## src/rtl/gbwb_pkg.sv

```systemverilog
`timescale 1ns / 1ps
`default_nettype none

package gbwb_pkg;

  localparam int OFFSET_W            = 12;
  localparam int WEIGHT_W            = 8;
  localparam int MAX_RADIUS          = 1024;
  localparam int FALLOFF_TABLE_DEPTH = 256;
  localparam int IDX_W               = $clog2(FALLOFF_TABLE_DEPTH);

  localparam int RSQ_W  = 25;
  localparam int IRSQ_W = 24;
  localparam int STR_W  = 16;
  localparam int FALL_W = 16;
  localparam int RATIO_W = 16;
  localparam int CFG_ADDR_W = 4;
  localparam int CFG_DATA_W = 32;

  localparam int MAG_W  = OFFSET_W;
  localparam int SQ_W   = 2 * MAG_W;
  localparam int D2_W   = $clog2(2 * MAX_RADIUS * MAX_RADIUS + 1);
  localparam int PROD_W = D2_W + IRSQ_W;
  localparam int BLEND_W = STR_W + FALL_W;
  localparam int DIFF_W = WEIGHT_W + 2;
  localparam int TERM_W = DIFF_W + BLEND_W + 1;
  localparam int FRAC_W = 28;
  localparam int VAL_W  = TERM_W + 1;

  localparam logic [1:0] REG_RADIUS_SQUARED         = 2'd0;
  localparam logic [1:0] REG_INVERSE_RADIUS_SQUARED = 2'd1;
  localparam logic [1:0] REG_STRENGTH               = 2'd2;
  localparam logic [1:0] REG_ERASE_MODE             = 2'd3;

  localparam logic [RSQ_W-1:0]  RSQ_RESET  = RSQ_W'(256);
  localparam logic [IRSQ_W-1:0] IRSQ_RESET = IRSQ_W'(65536);
  localparam logic [STR_W-1:0]  STR_RESET  = STR_W'(4096);

  typedef logic [FALL_W-1:0] falloff_rom_t [FALLOFF_TABLE_DEPTH];

  // exp(-4.5 * i / depth): cubic series on argument/256, then eight squarings
  function automatic falloff_rom_t build_falloff_rom();
    falloff_rom_t rom;
    logic [63:0]  one;
    logic [63:0]  x;
    logic [63:0]  z;
    logic [63:0]  z2;
    logic [63:0]  z3;
    logic [63:0]  e;
    logic [63:0]  r;
    one = 64'd1 << 31;
    for (int i = 0; i < FALLOFF_TABLE_DEPTH; i++) begin
      x  = ((64'd9 * 64'(i)) << 30) / 64'(FALLOFF_TABLE_DEPTH);
      z  = x >> 8;
      z2 = (z * z) >> 31;
      z3 = (z2 * z) >> 31;
      e  = one - z + (z2 >> 1) - (z3 / 64'd6);
      for (int k = 0; k < 8; k++) begin
        e = (e * e + (64'd1 << 30)) >> 31;
      end
      r = (e + (64'd1 << 14)) >> 15;
      rom[i] = (r > 64'd65535) ? {FALL_W{1'b1}} : r[FALL_W-1:0];
    end
    return rom;
  endfunction

  localparam falloff_rom_t FALLOFF_ROM = build_falloff_rom();

endpackage

`default_nettype wire

```

## src/rtl/gaussian_brush_weight_blend_top.sv

```systemverilog
`timescale 1ns / 1ps
`default_nettype none

// channel  | valid         | stall         | payload
// ---------+---------------+---------------+------------------------------------
// sample   | sample_valid  | sample_stall  | offset_x, offset_y, weight_in
// result   | result_valid  | result_stall  | weight_out, inside_brush
// config   | psel/penable  | pready (1)    | paddr, pwdata, pwrite -> prdata
//
// One request per clock unless a held result stalls the pipeline.
// Seven register stages: squares, distance test, reciprocal multiply, falloff
// table, strength multiply, blend multiply, round and clamp.
// A held result freezes every stage; sample_stall follows at once.
// Reset empties the pipeline and loads the default brush registers.

module gaussian_brush_weight_blend_top (
  input  wire logic                                  clk,
  input  wire logic                                  rst,
  input  wire logic                                  psel,
  input  wire logic                                  penable,
  input  wire logic                                  pwrite,
  input  wire logic [gbwb_pkg::CFG_ADDR_W-1:0]       paddr,
  input  wire logic [gbwb_pkg::CFG_DATA_W-1:0]       pwdata,
  output logic      [gbwb_pkg::CFG_DATA_W-1:0]       prdata,
  output logic                                       pready,
  input  wire logic                                  sample_valid,
  output logic                                       sample_stall,
  input  wire logic signed [gbwb_pkg::OFFSET_W-1:0]  offset_x,
  input  wire logic signed [gbwb_pkg::OFFSET_W-1:0]  offset_y,
  input  wire logic [gbwb_pkg::WEIGHT_W-1:0]         weight_in,
  output logic                                       result_valid,
  input  wire logic                                  result_stall,
  output logic      [gbwb_pkg::WEIGHT_W-1:0]         weight_out,
  output logic                                       inside_brush
);

  logic [gbwb_pkg::RSQ_W-1:0]  radius_squared;
  logic [gbwb_pkg::IRSQ_W-1:0] inverse_radius_squared;
  logic [gbwb_pkg::STR_W-1:0]  strength;
  logic                        erase_mode;
  logic                        cfg_write;

  assign pready    = 1'b1;
  assign cfg_write = psel && penable && pwrite && pready;

  always_ff @(posedge clk) begin
    if (rst) begin
      radius_squared         <= gbwb_pkg::RSQ_RESET;
      inverse_radius_squared <= gbwb_pkg::IRSQ_RESET;
      strength               <= gbwb_pkg::STR_RESET;
      erase_mode             <= 1'b0;
    end else if (cfg_write) begin
      unique case (paddr[3:2])
        gbwb_pkg::REG_RADIUS_SQUARED:
          radius_squared <= pwdata[gbwb_pkg::RSQ_W-1:0];
        gbwb_pkg::REG_INVERSE_RADIUS_SQUARED:
          inverse_radius_squared <= pwdata[gbwb_pkg::IRSQ_W-1:0];
        gbwb_pkg::REG_STRENGTH:
          strength <= pwdata[gbwb_pkg::STR_W-1:0];
        gbwb_pkg::REG_ERASE_MODE:
          erase_mode <= pwdata[0];
        default: ;
      endcase
    end
  end

  always_comb begin
    unique case (paddr[3:2])
      gbwb_pkg::REG_RADIUS_SQUARED:
        prdata = gbwb_pkg::CFG_DATA_W'(radius_squared);
      gbwb_pkg::REG_INVERSE_RADIUS_SQUARED:
        prdata = gbwb_pkg::CFG_DATA_W'(inverse_radius_squared);
      gbwb_pkg::REG_STRENGTH:
        prdata = gbwb_pkg::CFG_DATA_W'(strength);
      gbwb_pkg::REG_ERASE_MODE:
        prdata = gbwb_pkg::CFG_DATA_W'(erase_mode);
      default:
        prdata = '0;
    endcase
  end

  logic advance;
  assign advance      = !(result_valid && result_stall);
  assign sample_stall = !advance;

  // stage 1: range check and squares
  localparam logic signed [gbwb_pkg::OFFSET_W:0] MAX_R = (gbwb_pkg::OFFSET_W+1)'(
    gbwb_pkg::MAX_RADIUS);

  logic signed [gbwb_pkg::OFFSET_W:0] ext_x;
  logic signed [gbwb_pkg::OFFSET_W:0] ext_y;
  logic [gbwb_pkg::MAG_W-1:0]         mag_x;
  logic [gbwb_pkg::MAG_W-1:0]         mag_y;
  logic                               in_range;

  assign ext_x    = $signed({offset_x[gbwb_pkg::OFFSET_W-1], offset_x});
  assign ext_y    = $signed({offset_y[gbwb_pkg::OFFSET_W-1], offset_y});
  assign mag_x    = offset_x[gbwb_pkg::OFFSET_W-1] ? gbwb_pkg::MAG_W'(-offset_x)
                                                   : gbwb_pkg::MAG_W'(offset_x);
  assign mag_y    = offset_y[gbwb_pkg::OFFSET_W-1] ? gbwb_pkg::MAG_W'(-offset_y)
                                                   : gbwb_pkg::MAG_W'(offset_y);
  assign in_range = (ext_x <= MAX_R) && (ext_x >= -MAX_R) &&
                    (ext_y <= MAX_R) && (ext_y >= -MAX_R);

  logic                           v1;
  logic                           range1;
  logic [gbwb_pkg::SQ_W-1:0]      sq_x1;
  logic [gbwb_pkg::SQ_W-1:0]      sq_y1;
  logic [gbwb_pkg::WEIGHT_W-1:0]  w1;

  always_ff @(posedge clk) begin
    if (rst) begin
      v1 <= 1'b0;
    end else if (advance) begin
      v1 <= sample_valid;
    end
  end

  always_ff @(posedge clk) begin
    if (advance) begin
      range1 <= in_range;
      sq_x1  <= gbwb_pkg::SQ_W'(mag_x) * gbwb_pkg::SQ_W'(mag_x);
      sq_y1  <= gbwb_pkg::SQ_W'(mag_y) * gbwb_pkg::SQ_W'(mag_y);
      w1     <= weight_in;
    end
  end

  // stage 2: distance and radius test
  logic [gbwb_pkg::SQ_W:0]        d2_full;
  logic [gbwb_pkg::SQ_W+4:0]      d2_scaled;
  logic                           inside_now;

  assign d2_full    = (gbwb_pkg::SQ_W+1)'(sq_x1) + (gbwb_pkg::SQ_W+1)'(sq_y1);
  assign d2_scaled  = {d2_full, 4'b0000};
  assign inside_now = range1 && (d2_scaled <= (gbwb_pkg::SQ_W+5)'(radius_squared));

  logic                           v2;
  logic                           inside2;
  logic [gbwb_pkg::D2_W-1:0]      d2_2;
  logic [gbwb_pkg::WEIGHT_W-1:0]  w2;

  always_ff @(posedge clk) begin
    if (rst) begin
      v2 <= 1'b0;
    end else if (advance) begin
      v2 <= v1;
    end
  end

  always_ff @(posedge clk) begin
    if (advance) begin
      inside2 <= inside_now;
      d2_2    <= d2_full[gbwb_pkg::D2_W-1:0];
      w2      <= w1;
    end
  end

  // stage 3: ratio product
  logic                           v3;
  logic                           inside3;
  logic [gbwb_pkg::PROD_W-1:0]    prod3;
  logic [gbwb_pkg::WEIGHT_W-1:0]  w3;

  always_ff @(posedge clk) begin
    if (rst) begin
      v3 <= 1'b0;
    end else if (advance) begin
      v3 <= v2;
    end
  end

  always_ff @(posedge clk) begin
    if (advance) begin
      inside3 <= inside2;
      prod3   <= gbwb_pkg::PROD_W'(d2_2) * gbwb_pkg::PROD_W'(inverse_radius_squared);
      w3      <= w2;
    end
  end

  // stage 4: saturate ratio, table lookup
  logic [gbwb_pkg::RATIO_W-1:0]   ratio;
  logic [31:0]                    idx_full;
  logic [gbwb_pkg::IDX_W-1:0]     idx;

  assign ratio    = (|prod3[gbwb_pkg::PROD_W-1:gbwb_pkg::RATIO_W+8])
                    ? {gbwb_pkg::RATIO_W{1'b1}}
                    : prod3[gbwb_pkg::RATIO_W+7:8];
  assign idx_full = 32'(ratio) * 32'(gbwb_pkg::FALLOFF_TABLE_DEPTH);
  assign idx      = idx_full[gbwb_pkg::RATIO_W +: gbwb_pkg::IDX_W];

  logic                           v4;
  logic                           inside4;
  logic [gbwb_pkg::FALL_W-1:0]    falloff4;
  logic [gbwb_pkg::WEIGHT_W-1:0]  w4;

  always_ff @(posedge clk) begin
    if (rst) begin
      v4 <= 1'b0;
    end else if (advance) begin
      v4 <= v3;
    end
  end

  always_ff @(posedge clk) begin
    if (advance) begin
      inside4  <= inside3;
      falloff4 <= gbwb_pkg::FALLOFF_ROM[idx];
      w4       <= w3;
    end
  end

  // stage 5: strength scale
  logic                           v5;
  logic                           inside5;
  logic [gbwb_pkg::BLEND_W-1:0]   blend5;
  logic [gbwb_pkg::WEIGHT_W-1:0]  w5;

  always_ff @(posedge clk) begin
    if (rst) begin
      v5 <= 1'b0;
    end else if (advance) begin
      v5 <= v4;
    end
  end

  always_ff @(posedge clk) begin
    if (advance) begin
      inside5 <= inside4;
      blend5  <= gbwb_pkg::BLEND_W'(strength) * gbwb_pkg::BLEND_W'(falloff4);
      w5      <= w4;
    end
  end

  // stage 6: blend toward target
  logic [gbwb_pkg::WEIGHT_W-1:0]      target;
  logic signed [gbwb_pkg::DIFF_W-1:0] diff;
  logic signed [gbwb_pkg::TERM_W-1:0] term_next;

  assign target    = erase_mode ? '0 : {gbwb_pkg::WEIGHT_W{1'b1}};
  assign diff      = $signed({2'b00, target}) - $signed({2'b00, w5});
  assign term_next = gbwb_pkg::TERM_W'(diff) *
                     gbwb_pkg::TERM_W'($signed({1'b0, blend5}));

  logic                               v6;
  logic                               inside6;
  logic signed [gbwb_pkg::TERM_W-1:0] term6;
  logic [gbwb_pkg::WEIGHT_W-1:0]      w6;

  always_ff @(posedge clk) begin
    if (rst) begin
      v6 <= 1'b0;
    end else if (advance) begin
      v6 <= v5;
    end
  end

  always_ff @(posedge clk) begin
    if (advance) begin
      inside6 <= inside5;
      term6   <= term_next;
      w6      <= w5;
    end
  end

  // stage 7: sum, round, clamp
  logic signed [gbwb_pkg::VAL_W-1:0] value;
  logic signed [gbwb_pkg::VAL_W-1:0] rounded;
  logic [gbwb_pkg::VAL_W-gbwb_pkg::FRAC_W-1:0] whole;
  logic [gbwb_pkg::WEIGHT_W-1:0]     blended;
  logic [gbwb_pkg::WEIGHT_W-1:0]     weight_out_next;

  assign value   = $signed(gbwb_pkg::VAL_W'({w6, {gbwb_pkg::FRAC_W{1'b0}}}))
                   + gbwb_pkg::VAL_W'(term6);
  assign rounded = value + $signed(gbwb_pkg::VAL_W'(1) <<< (gbwb_pkg::FRAC_W - 1));
  assign whole   = rounded[gbwb_pkg::VAL_W-1:gbwb_pkg::FRAC_W];

  always_comb begin
    if (value[gbwb_pkg::VAL_W-1]) begin
      blended = '0;
    end else if (|whole[gbwb_pkg::VAL_W-gbwb_pkg::FRAC_W-1:gbwb_pkg::WEIGHT_W]) begin
      blended = {gbwb_pkg::WEIGHT_W{1'b1}};
    end else begin
      blended = whole[gbwb_pkg::WEIGHT_W-1:0];
    end
    weight_out_next = inside6 ? blended : w6;
  end

  always_ff @(posedge clk) begin
    if (rst) begin
      result_valid <= 1'b0;
    end else if (advance) begin
      result_valid <= v6;
    end
  end

  always_ff @(posedge clk) begin
    if (advance) begin
      inside_brush <= inside6;
      weight_out   <= weight_out_next;
    end
  end

`ifndef SYNTH
  a_stall_only_on_held_result: assert property (@(posedge clk) disable iff (rst)
    sample_stall |-> (result_valid && result_stall))
    else $error("sample_stall without a held result");

  a_empty_after_reset: assert property (@(posedge clk)
    rst |=> !result_valid)
    else $error("result_valid set right after reset");

  a_pipe_frozen_on_stall: assert property (@(posedge clk) disable iff (rst)
    (result_valid && result_stall) |=> $stable({v1, v2, v3, v4, v5, v6}))
    else $error("pipeline stage valid moved during a stall");

  a_outside_passes_weight: assert property (@(posedge clk) disable iff (rst)
    (advance && v6 && !inside6) |=> (weight_out == $past(w6)))
    else $error("outside sample did not keep its weight");
`endif

endmodule

`default_nettype wire

```

## config.mk

```make
export PLATFORM = sky130hd
export DESIGN_NAME = gaussian_brush_weight_blend_top
export DESIGN_NICKNAME = d
export VERILOG_FILES = /design/src/rtl/gbwb_pkg.sv /design/src/rtl/gaussian_brush_weight_blend_top.sv
export SDC_FILE = /design/constraint.sdc
export NUM_CORES = 2
export LEC_CHECK = 0
export BUFFER_PORTS_ARGS = -buffer_cell sky130_fd_sc_hd__buf_4
export CAP_MARGIN = 25
export CORE_AREA = 2 2 412 414
export DETAILED_ROUTE_END_ITERATION = 10
export DIE_AREA = 0 0 414 416
export GPL_TIMING_DRIVEN = 1
export PLACE_DENSITY_LB_ADDON = 0.25
export SLEW_MARGIN = 20
export SYNTH_ARGS = -nofsm -noshare
export SYNTH_HDL_FRONTEND = slang
export SYNTH_SLANG_ARGS = --single-unit
```

## constraint.sdc

```tcl
create_clock -name clk -period 11.7 [get_ports clk]
set_input_delay 1.755 -clock clk [delete_from_list [all_inputs] [get_ports clk]]
set_output_delay 1.755 -clock clk [all_outputs]
set_load 0.05 [all_outputs]
```

=== After elaboration in Yosys (flattened, before gate mapping) ===
Memory sizes are Yosys's and may differ from the RTL's. A register that Yosys moved wholly into a read port is not among the register bits.
Cells that the tools add are included.

* $add $sub $neg: 6
* $mul: 5
* Div/mod/pow operators: 0
* Order comparisons: 5
* Equality and inequality tests: 3
* Shift operators: 0
* Mux-type cells: 8
* Bitwise logic cells: 1
* Reductions and logical operators: 15

{| class="wikitable"
|+ Operator list
! kind !! number
|-
| 32-bit one-hot mux with 4 select lines || 1
|-
| 12-bit by 12-bit multiplier with 24-bit output || 2
|-
| 22-bit by 24-bit multiplier with 46-bit output || 1
|-
| 44-bit by 29-bit adder with 44-bit output, second input constant || 1
|-
| 37-bit by 42-bit adder with 43-bit output || 1
|-
| 9-bit by 33-bit multiplier with 42-bit output || 1
|-
| 16-bit by 16-bit multiplier with 32-bit output || 1
|-
| 8-bit two-way mux || 4
|-
| 29-bit by 25-bit less-or-equal comparator with 1-bit output || 1
|-
| 24-bit by 24-bit adder with 25-bit output || 1
|-
| 12-bit by 11-bit greater-or-equal comparator with 1-bit output, second input constant || 2
|-
| 12-bit less-or-equal comparator, second input constant || 2
|-
| 12-bit two-way mux || 2
|-
| 12-bit negator || 2
|-
| 22-bit OR reduction || 1
|-
| 16-bit two-way mux || 1
|-
| 8-bit inverter with 9-bit output || 1
|-
| 8-bit by 8-bit subtractor with 9-bit output || 1
|-
| 2-bit AND reduction || 4
|-
| 8-bit OR reduction || 1
|-
| 1-bit logical AND || 7
|-
| 2-bit == test, second input constant || 2
|-
| 2-bit by 1-bit == test with 1-bit output, second input constant || 1
|-
| 2-bit logical NOT || 1
|-
| 1-bit logical NOT || 1
|}

* Register bits: 326
* Bits in latches: 0
* Memory bits (writable): 0
* Memory bits (read-only): 4096
* Output and inout bits: 44
* Word-level logic and storage cells: 75
* Memories: 1

{| class="wikitable"
|+ Memory list
! name !! words !! bits a word !! rd ports !! clocked after memory_dff !! wr ports !! RTL line !! text
|-
| (no name shown) || 256 || 16 || 1 || 1 || 0 || gaussian_brush_weight_blend_top.sv:207 || <nowiki>falloff4 <= gbwb_pkg::FALLOFF_ROM[idx];</nowiki>
|}

=== Logic depth before layout (Yosys ltp) ===
* Depth after elaboration: 6
* Gate-level depth with buffers: 32
* Gate-level depth less buffers: 32

=== Worst setup path before layout ===
OpenSTA, ideal clock, no wires.

* Path kind: input-to-output
* Start point: input result_stall
* End point: output sample_stall
* Arrival: 9.419 ns
* Required time: 9.945 ns
* Setup slack: 0.526 ns
* Stages: 2
* Buffers on the path: 0
* Path through: nand2_1 clkinv_1

* Cells in the longest elaborated chain, start to end: 1

{| class="wikitable"
|+ Ends and longest elaborated chain
! element !! RTL line !! text
|-
| start: declaration || gaussian_brush_weight_blend_top.sv:32 || <nowiki>input wire logic result_stall,</nowiki>
|-
| 1-bit logical AND || gaussian_brush_weight_blend_top.sv:83 || <nowiki>assign advance = !(result_valid && result_stall);</nowiki>
|-
| end: declaration || gaussian_brush_weight_blend_top.sv:27 || <nowiki>output logic sample_stall,</nowiki>
|}

No other way between the ends.

=== Final worst setup path ===
* Start point: register erase_mode
* End point: register term6[41] (netlist name)

* Cells in the longest elaborated chain, start to end: 3

{| class="wikitable"
|+ Ends and longest elaborated chain
! element !! RTL line !! text
|-
| start: declaration || gaussian_brush_weight_blend_top.sv:40 || <nowiki>logic erase_mode;</nowiki>
|-
| start signal: assignment || gaussian_brush_weight_blend_top.sv:61 || <nowiki>erase_mode <= pwdata[0];</nowiki>
|-
| 8-bit two-way mux || gaussian_brush_weight_blend_top.sv:239 || <nowiki>assign target = erase_mode ? '0 : {gbwb_pkg::WEIGHT_W{1'b1}};</nowiki>
|-
| 8-bit by 8-bit subtractor with 9-bit output || gaussian_brush_weight_blend_top.sv:240 || <nowiki>assign diff = $signed({2'b00, target}) - $signed({2'b00, w5});</nowiki>
|-
| 9-bit by 33-bit multiplier with 42-bit output || gaussian_brush_weight_blend_top.sv:241 || <nowiki>assign term_next = gbwb_pkg::TERM_W'(diff) *</nowiki>
|-
| net term_next, one bit || gaussian_brush_weight_blend_top.sv:237 || <nowiki>logic signed [gbwb_pkg::TERM_W-1:0] term_next;</nowiki>
|}

The timed path passes the listed nets, and every way through them passes these cells.
A chain may end at the register's enable or synchronous reset.

==> qor.txt <==
synthesized instance count: 6212
ANT cells: 0
Yosys reg bits: 297
first-pass GRT wire length: 253 mm
layout cells sized above 1: 5.58%
Util after Layout: 36.5%
top_reg_cell synth: edfxtp_1
Avg WL per Cell: 18.6 um
type of origin of the critical path: register
I/O pins: 119
area delta synth->final: 8.36%
fin cells: 8400
FF/Latch Area: 8190 um^2
Global Route Usage Sum: 18.4%
Root Buffer: clkbuf_16
Hold Path Stages: 0
Post-route DRC: 0
nets: 7777
RSZ-0062 raised after global routing: no
CTS tree: built
initial antenna violation count: 2
worst-margin pin slew: 1080 ps
postcts setup bufs: 0
Cell Pwr Density: 164 nW/um^2
worst hold margin: 417 ps
Core Rows: 151
Die X: 414 um
DP HPWL: 118 mm
Die Span Y: 416 um
Req. time, crit path: 12020 ps
1st-iter DRT viols: 2714
core area: 168000 um^2
WL final: 157 mm
Place WS: 2420 ps
FILL cells: 17.2k
fin crit share: 78.8%
YS warnings: 0
most common cell in the netlist: inv_1
Hold Path Class: reg2reg
placed cells: 8325
Post-synth ARST share: 0%
R2R cell count: 30
via count: 42.5k
mux share of post-synthesis cell area: 0.667%
post-synth cell types: 87
Slew HR: 27.6%
Mapped Avg Cell Area: 9.11 um^2
cell mode on critical path: fa_1
Post-Synth Adder-Cell Area: 47.5%
critical path fanouts, max: 34
WP data arrival: 9540 ps
GRT overflow: 0
Synth top area share: 35.3%
endpoints failing setup: 0
Worst path max stage delay: 750 ps
endpoints failing hold: 0
Area contributors post-synth: fa_1, ha_1, edfxtp_1
GPL Wtd Cong: 0.919
pin count of the biggest net entering global routing: 74
Max Cap Viol: 0
CP max stage cell: dfxtp_1
area of the multi-input gates: 43500 um^2
Post-synth EDFFs: 224
Yosys top cell by area: fa_1
Compound-Gate Fraction of Synth Area: 8.95%
top cells by count, synth: inv_1, fa_1, nand2_1, ha_1, and2_1
main combinational cell family by area after synthesis: adder cells
Synth Area in XOR/XNOR: 2.57%
Peak VDD IR: 0.000219 V
max-slew violations: 0
# hold bufs at CTS: 0
post-route worst setup slack: 2480 ps
Seq/Total Area, Yosys: 14.5%
number of global-route vias before repair: 45.3k
Fmax: 109 MHz
status: completed
TritonCTS buffer count: 39
buffer depth of the longest clock path: 3
Sink Count: 297
Static Leak: 28.8 nW
number of cells on the critical path: 30
Syn Std Cell Area: 56600 um^2
I/O Buffers: 101
Die Area: 172000 um^2
critical path class: reg2reg
post-CTS resize count: 0
CTS HTree Levels: 2
Setup TNS Final: 0 ps
via-per-instance ratio: 5.06
Antenna Nets Post-Route: 0
min Tclk post-route: 9220 ps
Clock transition at path regs: 60 ps
critical path endpoint category: register
simple-gate share of the synthesized area: 16.7%
Initial Util: 33.7%
Initial DRT Pass Iterations: 5
Clock Skew: 29.8 ps
WP buf/inv: 5
clk_lat worst skew: 610 ps
Top Family by Delay on Critical Path: adder cells
sequential cells by signal, indices dropped and copies added (netlist names), 15 cells and up:
register	flops
sq_x1	23
radius_squared	25
strength	16
sq_y1	23
inverse_radius_squared	24
blend5	32
term6	15
d2_2	22
falloff4	16
prod3	30
worst register-to-register path, delay by kind of cell (launching register included):
family,cells,cell delay [ps]
adders and majority gates,7,3360
AOI/OAI and AO/OA,13,3260
buffers and inverters,5,780
DFF,1,750
xor gates and xnor gates,1,140
and+or+nand+nor,4,650
power breakdown:
| group | switching [W] | leakage, nW | internal [W] |
|---|---|---|---|
| Sequential | 0.000300 | 3.04 | 0.00161 |
| Combinational | 0.00398 | 25.0 | 0.00285 |
| Clock | 0.000516 | 0.699 | 0.000825 |
| Total | 0.00480 | 28.8 | 0.00528 |
through the flow:
step / instance area (um^2) / power [W]
after CTS: 61300 / 0.0102
after floorplan: 56700 / 0.00691
after global routing: 61400 / 0.0112
after global placement: 59800 / 0.00866
after detailed placement: 59800 / 0.00873
final: 61400 / 0.0101
layer usage:
metal | vias up | global-route usage, % | wire (um)
met2 | 1213 | 30.6 | 73300
met1 | 21600 | 25.2 | 69800
met4 | 0 | 5.14 | 4430
li1 | 19500 | - | -
met3 | 248 | 2.33 | 9110
met5 | - | 0 | 0
cells by family after synthesis:
kind of cell | after synthesis
simple gates | 2003
buf+inv | 1367
other cells | 2
mux | 36
compound gates | 791
fa+ha+maj | 1550
xor+xnor | 166
flops | 297
layout by cell type, fill, tap and decap left out, drive strengths merged, types with 49 or more instances in the layout:
cell type and instances:
a21oi 269, and2 479, buf 205, clkbuf 54, dfxtp 73, edfxtp 224
fa 998, ha 552, inv 1039, nand2 876, nand2b 58, nand3 58
nor2 324, nor3 49, o21ai 166, xnor2 115, xor2 51
final cells by class:
type,instances,area share (%)
inverters,1040,6.36
clock inverters,18,0.416
flip-flops and latches,297,13.3
well taps,2218,4.52
clock buffers,53,1.93
repair buffers,206,2.58
multi-input cells,4568,70.8
path summary, 6_finish.rpt:
path              slack, ps   endpoint  startpoint
setup / recovery       2480  term6[41]  erase_mode
hold / removal          420      w3[1]       w2[1]
setup reg to reg       2480  term6[41]  erase_mode
hold reg to reg         420      w3[1]       w2[1]
Power figures use the tool's default switching activity.
